### src/hw/rtl/ltu_pkg.sv
// Shared types, constants and the ISO 8859-2 code point table for the transcoder.
`timescale 1ns / 1ps
`default_nettype none

package ltu_pkg;

    // Source encoding codes held in the configuration register
    localparam logic ENC_LATIN1 = 1'b0;
    localparam logic ENC_LATIN2 = 1'b1;

    // Byte range boundaries
    localparam logic [7:0] C1_FIRST     = 8'h80;
    localparam logic [7:0] MAPPED_FIRST = 8'hA0;

    // UTF-8 two-byte prefixes
    localparam logic [2:0] UTF8_LEAD_TAG  = 3'b110;
    localparam logic [1:0] UTF8_TRAIL_TAG = 2'b10;

    // Default depth of the queue between front and back
    localparam int LTU_QUEUE_DEPTH = 2;

    localparam int CP_W        = 11;
    localparam int ISO2_ENTRIES = 96;

    localparam logic [CP_W-1:0] ISO2_POINTS [ISO2_ENTRIES] = '{
        11'h0A0, 11'h104, 11'h2D8, 11'h141, 11'h0A4, 11'h13D, 11'h15A, 11'h0A7,
        11'h0A8, 11'h160, 11'h15E, 11'h164, 11'h179, 11'h0AD, 11'h17D, 11'h17B,
        11'h0B0, 11'h105, 11'h2DB, 11'h142, 11'h0B4, 11'h13E, 11'h15B, 11'h2C7,
        11'h0B8, 11'h161, 11'h15F, 11'h165, 11'h17A, 11'h2DD, 11'h17E, 11'h17C,
        11'h154, 11'h0C1, 11'h0C2, 11'h102, 11'h0C4, 11'h139, 11'h106, 11'h0C7,
        11'h10C, 11'h0C9, 11'h118, 11'h0CB, 11'h11A, 11'h0CD, 11'h0CE, 11'h10E,
        11'h110, 11'h143, 11'h147, 11'h0D3, 11'h0D4, 11'h150, 11'h0D6, 11'h0D7,
        11'h158, 11'h16E, 11'h0DA, 11'h170, 11'h0DC, 11'h0DD, 11'h162, 11'h0DF,
        11'h155, 11'h0E1, 11'h0E2, 11'h103, 11'h0E4, 11'h13A, 11'h107, 11'h0E7,
        11'h10D, 11'h0E9, 11'h119, 11'h0EB, 11'h11B, 11'h0ED, 11'h0EE, 11'h10F,
        11'h111, 11'h144, 11'h148, 11'h0F3, 11'h0F4, 11'h151, 11'h0F6, 11'h0F7,
        11'h159, 11'h16F, 11'h0FA, 11'h171, 11'h0FC, 11'h0FD, 11'h163, 11'h2D9
    };

    // Byte classes seen by the front end
    typedef enum logic [1:0] {
        CLS_DROP,
        CLS_ASCII,
        CLS_MAPPED
    } ltu_class_t;

    // One classified transaction waiting for the back end
    typedef struct packed {
        logic [7:0] lead;
        logic [7:0] trail;
        logic       pair;
    } ltu_item_t;

    // Queue head as seen by the back end
    typedef struct packed {
        logic      valid;
        ltu_item_t item;
    } ltu_head_t;

    function automatic logic [CP_W-1:0] iso2_point(input logic [6:0] idx);
        logic [CP_W-1:0] cp;
        cp = '0;
        if (idx < 7'(ISO2_ENTRIES))
        begin
            cp = ISO2_POINTS[idx];
        end
        return cp;
    endfunction

endpackage

`default_nettype wire

### src/hw/rtl/ltu_if.sv
// Channel interfaces: source bytes, UTF-8 result bytes and the configuration write.
`timescale 1ns / 1ps
`default_nettype none

interface ltu_in_if;
    logic       valid;
    logic       ready;
    logic [7:0] in_byte;

    modport source (output valid, output in_byte, input ready);
    modport sink   (input valid, input in_byte, output ready);
endinterface

interface ltu_out_if;
    logic       valid;
    logic       ready;
    logic [7:0] out_byte;
    logic       out_last;

    modport source (output valid, output out_byte, output out_last, input ready);
    modport sink   (input valid, input out_byte, input out_last, output ready);
endinterface

interface ltu_cfg_if;
    logic valid;
    logic ready;
    logic encoding_select;

    modport source (output valid, output encoding_select, input ready);
    modport sink   (input valid, input encoding_select, output ready);
endinterface

`default_nettype wire

### src/hw/rtl/ltu_front.sv
// Front end: accept source bytes, classify them and build UTF-8 byte pairs.
`timescale 1ns / 1ps
`default_nettype none

module ltu_front (
    ltu_in_if.sink             src_ch,
    input  wire logic          encoding_select,
    input  wire logic          push_ready,
    output logic               push_valid,
    output ltu_pkg::ltu_item_t push_item
);
    import ltu_pkg::*;

    ltu_class_t      cls;
    logic [CP_W-1:0] cp;
    logic [7:0]      offset;

    assign src_ch.ready = push_ready;
    assign offset       = src_ch.in_byte - MAPPED_FIRST;

    always_comb
    begin
        if (src_ch.in_byte == 8'h00)
        begin
            cls = CLS_DROP;
        end
        else if (src_ch.in_byte < C1_FIRST)
        begin
            cls = CLS_ASCII;
        end
        else if (src_ch.in_byte < MAPPED_FIRST)
        begin
            cls = CLS_DROP;
        end
        else
        begin
            cls = CLS_MAPPED;
        end
    end

    always_comb
    begin
        if (encoding_select == ENC_LATIN2)
        begin
            cp = iso2_point(offset[6:0]);
        end
        else
        begin
            cp = {3'b000, src_ch.in_byte};
        end
    end

    always_comb
    begin
        push_item  = '0;
        push_valid = 1'b0;
        case (cls)
            CLS_ASCII:
            begin
                push_item.lead = src_ch.in_byte;
                push_item.pair = 1'b0;
                push_valid     = src_ch.valid;
            end
            CLS_MAPPED:
            begin
                push_item.lead  = {UTF8_LEAD_TAG, cp[10:6]};
                push_item.trail = {UTF8_TRAIL_TAG, cp[5:0]};
                push_item.pair  = 1'b1;
                push_valid      = src_ch.valid;
            end
            default:
            begin
                push_valid = 1'b0;
            end
        endcase
    end

endmodule

`default_nettype wire

### src/hw/rtl/ltu_queue.sv
// Small FIFO that decouples the front end from the back end.
`timescale 1ns / 1ps
`default_nettype none

module ltu_queue #(
    parameter int DEPTH = ltu_pkg::LTU_QUEUE_DEPTH
) (
    input  wire logic               clk,
    input  wire logic               rst_n,
    input  wire logic               push_valid,
    input  wire ltu_pkg::ltu_item_t push_item,
    output logic                    push_ready,
    output ltu_pkg::ltu_head_t      head,
    input  wire logic               pop
);
    import ltu_pkg::*;

    localparam int PTR_W = (DEPTH > 1) ? $clog2(DEPTH) : 1;
    localparam int CNT_W = $clog2(DEPTH + 1);

    ltu_item_t        entries [DEPTH];
    logic [PTR_W-1:0] wr_ptr_reg, wr_ptr_next;
    logic [PTR_W-1:0] rd_ptr_reg, rd_ptr_next;
    logic [CNT_W-1:0] count_reg, count_next;
    logic             do_push;
    logic             do_pop;

    assign push_ready = (count_reg != CNT_W'(DEPTH));
    assign do_push    = push_valid && push_ready;
    assign do_pop     = pop && (count_reg != '0);

    assign head.valid = (count_reg != '0);
    assign head.item  = entries[rd_ptr_reg];

    always_comb
    begin
        wr_ptr_next = wr_ptr_reg;
        rd_ptr_next = rd_ptr_reg;
        count_next  = count_reg;
        if (do_push)
        begin
            wr_ptr_next = (wr_ptr_reg == PTR_W'(DEPTH - 1)) ? '0 : wr_ptr_reg + 1'b1;
        end
        if (do_pop)
        begin
            rd_ptr_next = (rd_ptr_reg == PTR_W'(DEPTH - 1)) ? '0 : rd_ptr_reg + 1'b1;
        end
        if (do_push && !do_pop)
        begin
            count_next = count_reg + 1'b1;
        end
        else if (do_pop && !do_push)
        begin
            count_next = count_reg - 1'b1;
        end
    end

    always_ff @(posedge clk or negedge rst_n)
    begin
        if (!rst_n)
        begin
            wr_ptr_reg <= '0;
            rd_ptr_reg <= '0;
            count_reg  <= '0;
        end
        else
        begin
            wr_ptr_reg <= wr_ptr_next;
            rd_ptr_reg <= rd_ptr_next;
            count_reg  <= count_next;
        end
    end

    always_ff @(posedge clk)
    begin
        if (do_push)
        begin
            entries[wr_ptr_reg] <= push_item;
        end
    end

endmodule

`default_nettype wire

### src/hw/rtl/ltu_back.sv
// Back end: emit queued items one UTF-8 byte per cycle, unless res_ch stalls, through an output register.
`timescale 1ns / 1ps
`default_nettype none

module ltu_back (
    input  wire logic               clk,
    input  wire logic               rst_n,
    input  wire ltu_pkg::ltu_head_t head,
    output logic                    pop,
    ltu_out_if.source               res_ch
);
    import ltu_pkg::*;

    logic       out_valid_reg, out_valid_next;
    logic [7:0] out_byte_reg, out_byte_next;
    logic       out_last_reg, out_last_next;
    logic       phase_reg, phase_next;
    logic       load_ok;

    assign load_ok = !out_valid_reg || res_ch.ready;

    always_comb
    begin
        out_valid_next = out_valid_reg;
        out_byte_next  = out_byte_reg;
        out_last_next  = out_last_reg;
        phase_next     = phase_reg;
        pop            = 1'b0;
        if (load_ok)
        begin
            out_valid_next = 1'b0;
            if (head.valid)
            begin
                out_valid_next = 1'b1;
                if (phase_reg)
                begin
                    // second byte of a pair: finish the transaction
                    out_byte_next = head.item.trail;
                    out_last_next = 1'b1;
                    phase_next    = 1'b0;
                    pop           = 1'b1;
                end
                else if (head.item.pair)
                begin
                    // lead byte: hold the entry for its trail byte
                    out_byte_next = head.item.lead;
                    out_last_next = 1'b0;
                    phase_next    = 1'b1;
                end
                else
                begin
                    out_byte_next = head.item.lead;
                    out_last_next = 1'b1;
                    pop           = 1'b1;
                end
            end
        end
    end

    always_ff @(posedge clk or negedge rst_n)
    begin
        if (!rst_n)
        begin
            out_valid_reg <= 1'b0;
            phase_reg     <= 1'b0;
        end
        else
        begin
            out_valid_reg <= out_valid_next;
            phase_reg     <= phase_next;
        end
    end

    always_ff @(posedge clk)
    begin
        out_byte_reg <= out_byte_next;
        out_last_reg <= out_last_next;
    end

    assign res_ch.valid    = out_valid_reg;
    assign res_ch.out_byte = out_byte_reg;
    assign res_ch.out_last = out_last_reg;

endmodule

`default_nettype wire

### src/hw/rtl/latin_to_utf8_transcoder_unit.sv
// Top level of the Latin-1 / Latin-2 to UTF-8 transcoder.
//
//  channel  | dir | payload                 | transaction moves
//  ---------+-----+-------------------------+-------------------------------
//  src_ch   | in  | in_byte[7:0]            | one source byte
//  res_ch   | out | out_byte[7:0], out_last | one UTF-8 byte, last of its source
//  cfg_ch   | in  | encoding_select         | source encoding, 0 Latin-1, 1 Latin-2
//
// A source byte in 0x01..0x7F yields one UTF-8 byte, a byte in 0xA0..0xFF yields two;
// the output register sets the rate, one UTF-8 byte per cycle while res_ch is ready.
// Dropped bytes (zero, 0x80..0x9F) are accepted and produce nothing.
// The first result byte passes through the queue and then the output register
// before it is presented on res_ch.
// Reset selects Latin-1 and empties the queue; no clearing pass is needed.
// src_ch stalls only while the front/back queue is full; cfg_ch never stalls.
`timescale 1ns / 1ps
`default_nettype none

module latin_to_utf8_transcoder_unit #(
    parameter int QUEUE_DEPTH = ltu_pkg::LTU_QUEUE_DEPTH
) (
    input  wire logic  clk,
    input  wire logic  rst_n,
    ltu_in_if.sink     src_ch,
    ltu_out_if.source  res_ch,
    ltu_cfg_if.sink    cfg_ch
);
    import ltu_pkg::*;

    logic      encoding_select_reg;
    logic      encoding_select_next;
    logic      push_valid;
    logic      push_ready;
    ltu_item_t push_item;
    ltu_head_t head;
    logic      pop;

    // Configuration register: always ready; to be written only while idle, unenforced
    assign cfg_ch.ready = 1'b1;

    always_comb
    begin
        encoding_select_next = encoding_select_reg;
        if (cfg_ch.valid)
        begin
            encoding_select_next = cfg_ch.encoding_select;
        end
    end

    always_ff @(posedge clk or negedge rst_n)
    begin
        if (!rst_n)
        begin
            encoding_select_reg <= ENC_LATIN1;
        end
        else
        begin
            encoding_select_reg <= encoding_select_next;
        end
    end

    // Front: classify and map each source byte
    ltu_front u_front (
        .src_ch          (src_ch),
        .encoding_select (encoding_select_reg),
        .push_ready      (push_ready),
        .push_valid      (push_valid),
        .push_item       (push_item)
    );

    // Queue: decouple front acceptance from back emission
    ltu_queue #(
        .DEPTH (QUEUE_DEPTH)
    ) u_queue (
        .clk        (clk),
        .rst_n      (rst_n),
        .push_valid (push_valid),
        .push_item  (push_item),
        .push_ready (push_ready),
        .head       (head),
        .pop        (pop)
    );

    // Back: advance one UTF-8 byte per cycle into the output register unless res_ch stalls
    ltu_back u_back (
        .clk    (clk),
        .rst_n  (rst_n),
        .head   (head),
        .pop    (pop),
        .res_ch (res_ch)
    );

endmodule

`default_nettype wire

### src/flat_wrapper.sv
// flat-port wrapper written by rule: the top's interface ports become plain ports
module latin_to_utf8_transcoder_unit_flat import ltu_pkg::*;
#(
    parameter int QUEUE_DEPTH = ltu_pkg::LTU_QUEUE_DEPTH
)
  (clk, rst_n, src_ch_valid, src_ch_in_byte, src_ch_ready, res_ch_valid, res_ch_out_byte, res_ch_out_last, res_ch_ready, cfg_ch_valid, cfg_ch_encoding_select, cfg_ch_ready);
  ltu_in_if src_ch_i ();
  ltu_out_if res_ch_i ();
  ltu_cfg_if cfg_ch_i ();
  input  wire logic clk;
  input  wire logic rst_n;
  input wire logic [$bits(src_ch_i.valid)-1:0] src_ch_valid;
  input wire logic [$bits(src_ch_i.in_byte)-1:0] src_ch_in_byte;
  output wire logic [$bits(src_ch_i.ready)-1:0] src_ch_ready;
  output wire logic [$bits(res_ch_i.valid)-1:0] res_ch_valid;
  output wire logic [$bits(res_ch_i.out_byte)-1:0] res_ch_out_byte;
  output wire logic [$bits(res_ch_i.out_last)-1:0] res_ch_out_last;
  input wire logic [$bits(res_ch_i.ready)-1:0] res_ch_ready;
  input wire logic [$bits(cfg_ch_i.valid)-1:0] cfg_ch_valid;
  input wire logic [$bits(cfg_ch_i.encoding_select)-1:0] cfg_ch_encoding_select;
  output wire logic [$bits(cfg_ch_i.ready)-1:0] cfg_ch_ready;
  assign src_ch_i.valid = src_ch_valid;
  assign src_ch_i.in_byte = src_ch_in_byte;
  assign src_ch_ready = src_ch_i.ready;
  assign res_ch_valid = res_ch_i.valid;
  assign res_ch_out_byte = res_ch_i.out_byte;
  assign res_ch_out_last = res_ch_i.out_last;
  assign res_ch_i.ready = res_ch_ready;
  assign cfg_ch_i.valid = cfg_ch_valid;
  assign cfg_ch_i.encoding_select = cfg_ch_encoding_select;
  assign cfg_ch_ready = cfg_ch_i.ready;
  latin_to_utf8_transcoder_unit #(.QUEUE_DEPTH(QUEUE_DEPTH)) u_core (.clk(clk), .rst_n(rst_n), .src_ch(src_ch_i), .res_ch(res_ch_i), .cfg_ch(cfg_ch_i));
endmodule
### config.mk
export PLATFORM = sky130hd
export DESIGN_NAME = latin_to_utf8_transcoder_unit_flat
export DESIGN_NICKNAME = d
export VERILOG_FILES = /design/src/hw/rtl/ltu_pkg.sv /design/src/hw/rtl/ltu_if.sv /design/src/hw/rtl/ltu_front.sv /design/src/hw/rtl/ltu_queue.sv /design/src/hw/rtl/ltu_back.sv /design/src/hw/rtl/latin_to_utf8_transcoder_unit.sv /design/src/flat_wrapper.sv
export SDC_FILE = /design/constraint.sdc
export NUM_CORES = 1
export LEC_CHECK = 0
export ABC_AREA = 1
export BUFFER_PORTS_ARGS = -buffer_cell sky130_fd_sc_hd__buf_2
export CORE_UTILIZATION = 60
export DETAILED_ROUTE_END_ITERATION = 6
export PLACE_DENSITY = 0.8
export SYNTH_ARGS = -nofsm -noshare
export SYNTH_HDL_FRONTEND = slang
export SYNTH_SLANG_ARGS = --single-unit
### constraint.sdc
create_clock -name clk -period 4.2 [get_ports clk]
set_input_delay 0.63 -clock clk [delete_from_list [all_inputs] [get_ports clk]]
set_output_delay 0.63 -clock clk [all_outputs]
set_load 0.01 [all_outputs]
Yosys cells after proc, flatten, opt, wreduce, memory -nomap -nowiden
Memories as Yosys holds them, arrays and structs flattened.
Cells that the tools add are included.
{ "word_totals": {"regBits": 16, "mem_bits_rw": 34, "rom_bits": 1408, "in_bits": 14, "out_inout_bits": 12, "elab_cells": 61, "mem_count": 2} }
{ "mem_list": {"columns": ["memory", "words", "width", "read_ports", "rd_ports_with_merged_regs", "write_ports", "line", "text"], "rows": [
  ["(name not given)", 128, 11, 1, 0, 0, "ltu_pkg.sv:65", "cp = ISO2_POINTS[idx];"],
  ["u_core.u_queue.entries", 2, 17, 1, 0, 1, "ltu_queue.sv:21", "ltu_item_t entries [DEPTH];"]
]} }
{ "classes": {"n_addsub": 5, "order_cmp": 4, "n_eq_ne": 3, "mux": 25, "bitwise_logic": 1, "n_reduce_logical": 13} }
{ "ops": {"columns": ["cell", "n"], "rows": [
  ["two-way mux 11 bit", 4],
  ["< comparator 8 bit, second input constant", 2],
  ["two-way mux 8 bit", 2],
  ["case mux 8 bit (2 select lines)", 1],
  ["two-way mux 1 bit", 13],
  ["two-way mux 2 bit", 5],
  ["greater-or-equal comparator 8 bit, second input constant", 1],
  ["zero test 8 bit", 1],
  ["NOT 7 -> 8 bit", 1],
  ["< comparator 7 bit, second input constant", 1],
  ["subtractor 7 x 6 -> 7 bit, second input constant", 1],
  ["logical AND 1 bit", 4],
  ["nonzero test 2 bit", 2],
  ["zero test 1 bit", 3],
  ["adder 1 bit, second input constant", 2],
  ["adder 2 x 1 -> 2 bit, second input constant", 1],
  ["equality test 2 x 1 -> 1 bit, second input constant", 1],
  ["equality test 2 bit, second input constant", 1],
  ["!= test 2 bit, second input constant", 1],
  ["AND reduction 2 bit", 1],
  ["OR reduction 2 bit", 1],
  ["subtractor 2 x 1 -> 2 bit, second input constant", 1],
  ["logical OR 1 bit", 1]
]} }

Longest topological paths before layout
{ "logic_depth": {"depth_word": 12, "depth_mapped": 13, "depth_no_buf": 13} }

Hierarchy
From an unflattened synthesis, not the netlist that was laid out.
{ "hier_totals": {"cells_unflattened": 475, "area_unflattened_um2": 3537.1} }
{ "by_module_without_submodules": {"columns": ["module", "n_inst", "cells_per_inst", "area_each_um2", "seq_area_each_um2"], "rows": [
  ["ltu_queue", 1, 117, 1520.2, 1121.1],
  ["ltu_front", 1, 302, 1493.9, 0.0],
  ["ltu_back", 1, 49, 471.7, 320.3],
  ["latin_to_utf8_transcoder_unit", 1, 7, 51.3, 25.0]
]} }

Least setup slack after synthesis
No wires, ideal clock.
{ "synth_timing": {"path_type": "in2reg", "start": "in src_ch_in_byte[0]", "end": "mem u_core.u_queue.entries[1][10] in the netlist's numbering (enable)", "setup_time_ns": 0.388, "arrival_time_ns": 1.991, "t_required_ns": 3.812, "setup_slack_ns": 1.821, "cell_stages": 7, "n_path_buf": 0, "path_cell_list": "inv_1 > ha_1 > nand4_1 > nand2_1 > nand2_1 > nand3_1 > nor2_1"} }
{ "synth_via": {"elab_chain_len": 10, "word_cells_on_any_way": 13, "classes_between": "order compare: 2; eq/ne: 2; mux: 6; reduce/logical: 3"} }
{ "synth_lines": {"columns": ["item", "line", "text"], "rows": [
  ["from (decl)", "flat_wrapper.sv:13", "input wire logic [$bits(src_ch_i.in_byte)-1:0] src_ch_in_byte;"],
  ["< comparator 8 bit", "ltu_front.sv:31", "else if (src_ch.in_byte < MAPPED_FIRST)"],
  ["two-way mux 2 bit", "ltu_front.sv:31", null],
  ["two-way mux 2 bit", "ltu_front.sv:27", "else if (src_ch.in_byte < C1_FIRST)"],
  ["two-way mux 2 bit *", "ltu_front.sv:23", "if (src_ch.in_byte == 8'h00)"],
  ["equality test 2 bit / equality test 2 x 1 -> 1 bit (equally long branches)", "ltu_front.sv:57", "case (cls)"],
  ["OR reduction 2 bit (no source line) *", null, null],
  ["two-way mux 1 bit *", "ltu_front.sv:57", null],
  ["logical AND 1 bit *", "ltu_queue.sv:29", "assign do_push = push_valid && push_ready;"],
  ["two-way mux 1 bit *", "ltu_queue.sv:76", "if (do_push)"],
  ["two-way mux 1 bit (not written as such) *", "ltu_queue.sv:78", "entries[wr_ptr_reg] <= push_item;"],
  ["to (decl)", "ltu_queue.sv:21", null]
]} }
Mark *: on every way between the ends. The rest lies on a longest branch, timed or not.

Final worst setup path
{ "layout_timing": {"start": "in src_ch_in_byte[0]", "end": "reg u_core.u_queue.count_reg[1]"} }
{ "layout_via": {"elab_chain_len": 11, "word_cells_on_any_way": 16, "classes_between": "order compare: 2; eq/ne: 2; mux: 5; reduce/logical: 7"} }
{ "layout_lines": {"columns": ["item", "line", "text"], "rows": [
  ["< comparator 8 bit", "ltu_front.sv:31", null],
  ["two-way mux 2 bit", "ltu_front.sv:31", null],
  ["two-way mux 2 bit", "ltu_front.sv:27", null],
  ["two-way mux 2 bit *", "ltu_front.sv:23", null],
  ["equality test 2 bit / equality test 2 x 1 -> 1 bit (equally long branches)", "ltu_front.sv:57", null],
  ["OR reduction 2 bit (no source line) *", null, null],
  ["two-way mux 1 bit *", "ltu_front.sv:57", null],
  ["logical AND 1 bit *", "ltu_queue.sv:29", null],
  ["net u_core.u_queue.do_push", "ltu_queue.sv:25", "logic do_push;"],
  ["zero test 1 bit", "ltu_queue.sv:52", "else if (do_pop && !do_push)"],
  ["logical AND 1 bit", "ltu_queue.sv:52", null],
  ["nonzero test 2 bit (no source line)", null, null],
  ["to (signal assigned)", "ltu_queue.sv:70", "count_reg <= count_next;"],
  ["to (decl)", "ltu_queue.sv:24", "logic [CNT_W-1:0] count_reg, count_next;"]
]} }
Mark *: on every way through the listed nets, which the timed path passes. The rest lies on a longest branch.
A chain may end at the register's enable or synchronous reset.

==> impl_metrics.json <==
{
  "arrival_time_at_the_worst_endpoint_ps": 2590,
  "row_count": 25,
  "maximum_level_of_the_cts_h_tree": 2,
  "ys_top_cells_by_area": "sky130_fd_sc_hd__edfxtp_1, sky130_fd_sc_hd__nand2_1, sky130_fd_sc_hd__o21ai_0",
  "placement_setup_slack_ps": 1540,
  "fp.dieH_um": 72.4,
  "start_util_pct": 62.5,
  "synth-seq-cells": 46,
  "detail_route.drc_violations": 0,
  "nets": 424,
  "post_synth_instance_area_um2": 2970,
  "tightestPinTransition_ps": 746,
  "post-synth-top-area-cell": "sky130_fd_sc_hd__edfxtp_1",
  "maximum_number_of_pins_on_one_net_before_global_route_repair": 29,
  "antenna_left": 0,
  "setup_viol_count_final": 0,
  "clkSinkCount": 46,
  "leakage_nw": 1.43,
  "fin_hold_ws_ps": 161,
  "number_of_antenna_violations_at_the_first_check_in_global_routing": 0,
  "core_area_um2": 4750,
  "drtPass1Iterations": 7,
  "io-pin-count": 26,
  "synth-seq-area-share_pct": 45.3,
  "timing.critical_path.required_ps": 4380,
  "total_power_w": 0.00157,
  "max_freq_mhz": 415,
  "power.density_nw_per_um2": 491,
  "cts-root-to-sink-buffers": 2,
  "yosys.cell_types.count": 32,
  "postRouteWirelength_um": 7560,
  "largest_register_ff_count": 30,
  "ff2ff_path_depth": 9,
  "unrepaired_setup_endpoints_after_global_routing": "no",
  "routed-via-count": 2830,
  "drv.max_cap_violation_count": 0,
  "netlist_instances": 384,
  "first_pass_grt_wire_length_um": 12500,
  "root_buffer": "sky130_fd_sc_hd__clkbuf_8",
  "final_period_minus_worst_setup_slack_ps": 2410,
  "avgRoutedWirePerCell_um": 16.1,
  "clk_latency_ps": 290,
  "ff2ff_setup_slack_ps": 1890,
  "clock_buffer_count_from_cts": 5,
  "post-route-util_pct": 67.4,
  "timing.final.hold_violations": 0,
  "min-delay-path-class": "in -> async",
  "setup_total_negative_slack_ps": 0,
  "worst_slew_margin_rel_pct": 50.1,
  "cts_resized": 0,
  "place_hpwl_um": 5550,
  "status": "finished, final reports clean",
  "postCtsSetupBuffers": 0,
  "io_buffers": 24,
  "ys_warn_count": 0,
  "worstReg2RegEnd": "u_core.u_queue.count_reg[1]",
  "holdBufCountCts": 0,
  "syn2layout_area_growth_pct": 7.87,
  "die_width_um": 72.4,
  "cts_tree": "built",
  "setup_slack_ps": 1790,
  "crit_path_max_fanout": 12,
  "gp_congestion": 1.11,
  "grt_use_total_pct": 31.3,
  "drive_gt1_share_pct": 9.73,
  "share_of_the_synthesized_area_in_the_top_cell_type_pct": 39.4,
  "critical_path_start_end_classification": "in -> reg",
  "mean_instance_size_in_the_synthesized_netlist_um2": 7.74,
  "endpoint_class_of_the_critical_path": "flop",
  "vias_per_cell": 6.05,
  "critical_path.reg2reg.startpoint": "u_core.u_queue.count_reg[0]",
  "worst_clock_skew_ps": 11.0,
  "worst_setup_path_start_kind": "primary input",
  "final_min_period_over_clock_period_pct": 57.4,
  "globalRoute.totalOverflow": 0,
  "syn-num-nets": 408,
  "vdd_ir_drop_max_mv": 0.256,
  "final-max-slew-violation-count": 0,
  "n_antenna_cell": 0,
  "die_area_um2": 5240,
  "worst_setup_hold_path_clk_slew_ps": 80,
  "drt_iter0_drc": 304,
  "vias_in_the_first_global_route": 2601
}
through the flow:
step,cell area [µm²],std cells
finish,3210,468
global route,3210,468
detailed placement,3100,460
CTS,3210,468
floorplan,2970,384
global placement,3100,460
critical path: stages:
cell	delay, ps
sky130_fd_sc_hd__buf_2	170
sky130_fd_sc_hd__inv_1	220
sky130_fd_sc_hd__ha_1	230
sky130_fd_sc_hd__nand4_1	160
sky130_fd_sc_hd__nand2_1	200
sky130_fd_sc_hd__nand2_1	70
sky130_fd_sc_hd__nand3_1	110
sky130_fd_sc_hd__inv_1	90
sky130_fd_sc_hd__ha_1	330
sky130_fd_sc_hd__a21oi_1	120
sky130_fd_sc_hd__o21ai_0	110
sky130_fd_sc_hd__xnor2_1	140
routing by layer:
layer,share of wire (%),GRT usage [%],vias to the layer above
met1,39,39.7,1258
met3,9.0,4.31,33
li1,-,-,1333
met2,47,50.4,206
met5,0,0,-
met4,4.7,20.5,0
report_power, final:
group	switching [W]	leakage [nW]	internal, W
sequential	0.0000801	0.447	0.000658
clock	0.000141	0.0514	0.000178
combinational	0.000336	0.934	0.000181
total	0.000557	1.43	0.00102
synthesized netlist by cell type:
cell and count:
sky130_fd_sc_hd__o211ai_1 3, sky130_fd_sc_hd__nor2_4 1, sky130_fd_sc_hd__o32ai_1 1, sky130_fd_sc_hd__o21ai_0 44
sky130_fd_sc_hd__buf_4 2, sky130_fd_sc_hd__xor2_1 1, sky130_fd_sc_hd__clkbuf_1 6, sky130_fd_sc_hd__o21ai_1 1
sky130_fd_sc_hd__buf_2 7, sky130_fd_sc_hd__nor2_1 46, sky130_fd_sc_hd__clkinv_1 1, sky130_fd_sc_hd__nor2_2 1
sky130_fd_sc_hd__nand2_2 1, sky130_fd_sc_hd__xnor2_1 2, sky130_fd_sc_hd__nand3_1 37, sky130_fd_sc_hd__mux2i_1 1
sky130_fd_sc_hd__nand4_1 5, sky130_fd_sc_hd__buf_6 2, sky130_fd_sc_hd__a21boi_0 3, sky130_fd_sc_hd__nand2_1 94
sky130_fd_sc_hd__inv_2 3, sky130_fd_sc_hd__inv_1 33, sky130_fd_sc_hd__edfxtp_1 39, sky130_fd_sc_hd__o221ai_1 1
sky130_fd_sc_hd__ha_1 10, sky130_fd_sc_hd__a22oi_1 2, sky130_fd_sc_hd__dfrtp_1 7, sky130_fd_sc_hd__a31oi_1 1
sky130_fd_sc_hd__a21o_1 1, sky130_fd_sc_hd__a21oi_1 20, sky130_fd_sc_hd__conb_1 1, sky130_fd_sc_hd__o22ai_1 7
cell usage in the layout (no fill, tap or decap), types with 3 or more instances in the layout:
cell type,instances
sky130_fd_sc_hd__nand3_1,37
sky130_fd_sc_hd__o211ai_1,3
sky130_fd_sc_hd__inv_2,3
sky130_fd_sc_hd__o22ai_1,7
sky130_fd_sc_hd__ha_1,10
sky130_fd_sc_hd__inv_1,33
sky130_fd_sc_hd__nor2_1,46
sky130_fd_sc_hd__buf_2,24
sky130_fd_sc_hd__a21boi_0,3
sky130_fd_sc_hd__o21ai_0,44
sky130_fd_sc_hd__clkbuf_8,5
sky130_fd_sc_hd__dfrtp_1,7
sky130_fd_sc_hd__nand4_1,5
sky130_fd_sc_hd__nand2_1,94
sky130_fd_sc_hd__edfxtp_1,39
sky130_fd_sc_hd__a21oi_1,20
logic make-up (layout without fill, tap and decap cells):
kind of cell,count (synthesis),after routing,share of synthesized area (%)
muxes,1,1,0.337
buffers and inverters,54,71,7.87
AOI/OAI and AO/OA,84,84,15.5
adders and majority gates,10,10,4.21
other,1,1,0.126
and+or+nand+nor,185,185,25.8
xor gates and xnor gates,3,3,0.884
DFF,46,46,45.3
how the worst max path moves through the flow:
stage / startpoint / to / slack, ps
5_1_grt: u_core.u_back.res_ch.valid / u_core.u_queue.count_reg[1] / 1520
3_3_place_gp: src_ch_in_byte[0] / u_core.u_queue.count_reg[1] / 1610
2_1_floorplan: src_ch_in_byte[0] / u_core.u_queue.entries[1][10] / 1820
4_1_cts: u_core.u_back.res_ch.valid / u_core.u_queue.count_reg[1] / 1850
6_report: src_ch_in_byte[0] / u_core.u_queue.count_reg[1] / 1790
3_5_place_dp: src_ch_in_byte[0] / u_core.u_queue.count_reg[1] / 1540
cell type report:
cell class                      instances  area, µm²
Fill cell                             418       1550
Multi-Input combinational cell        284       1390
Sequential cell                        46       1350
Inverter                               37        139
Timing Repair Buffer                   26        135
Tap cell                               67       83.8
Clock buffer                            6       72.6
Clock inverter                          2       37.5
(Power assumes the default switching activity.)
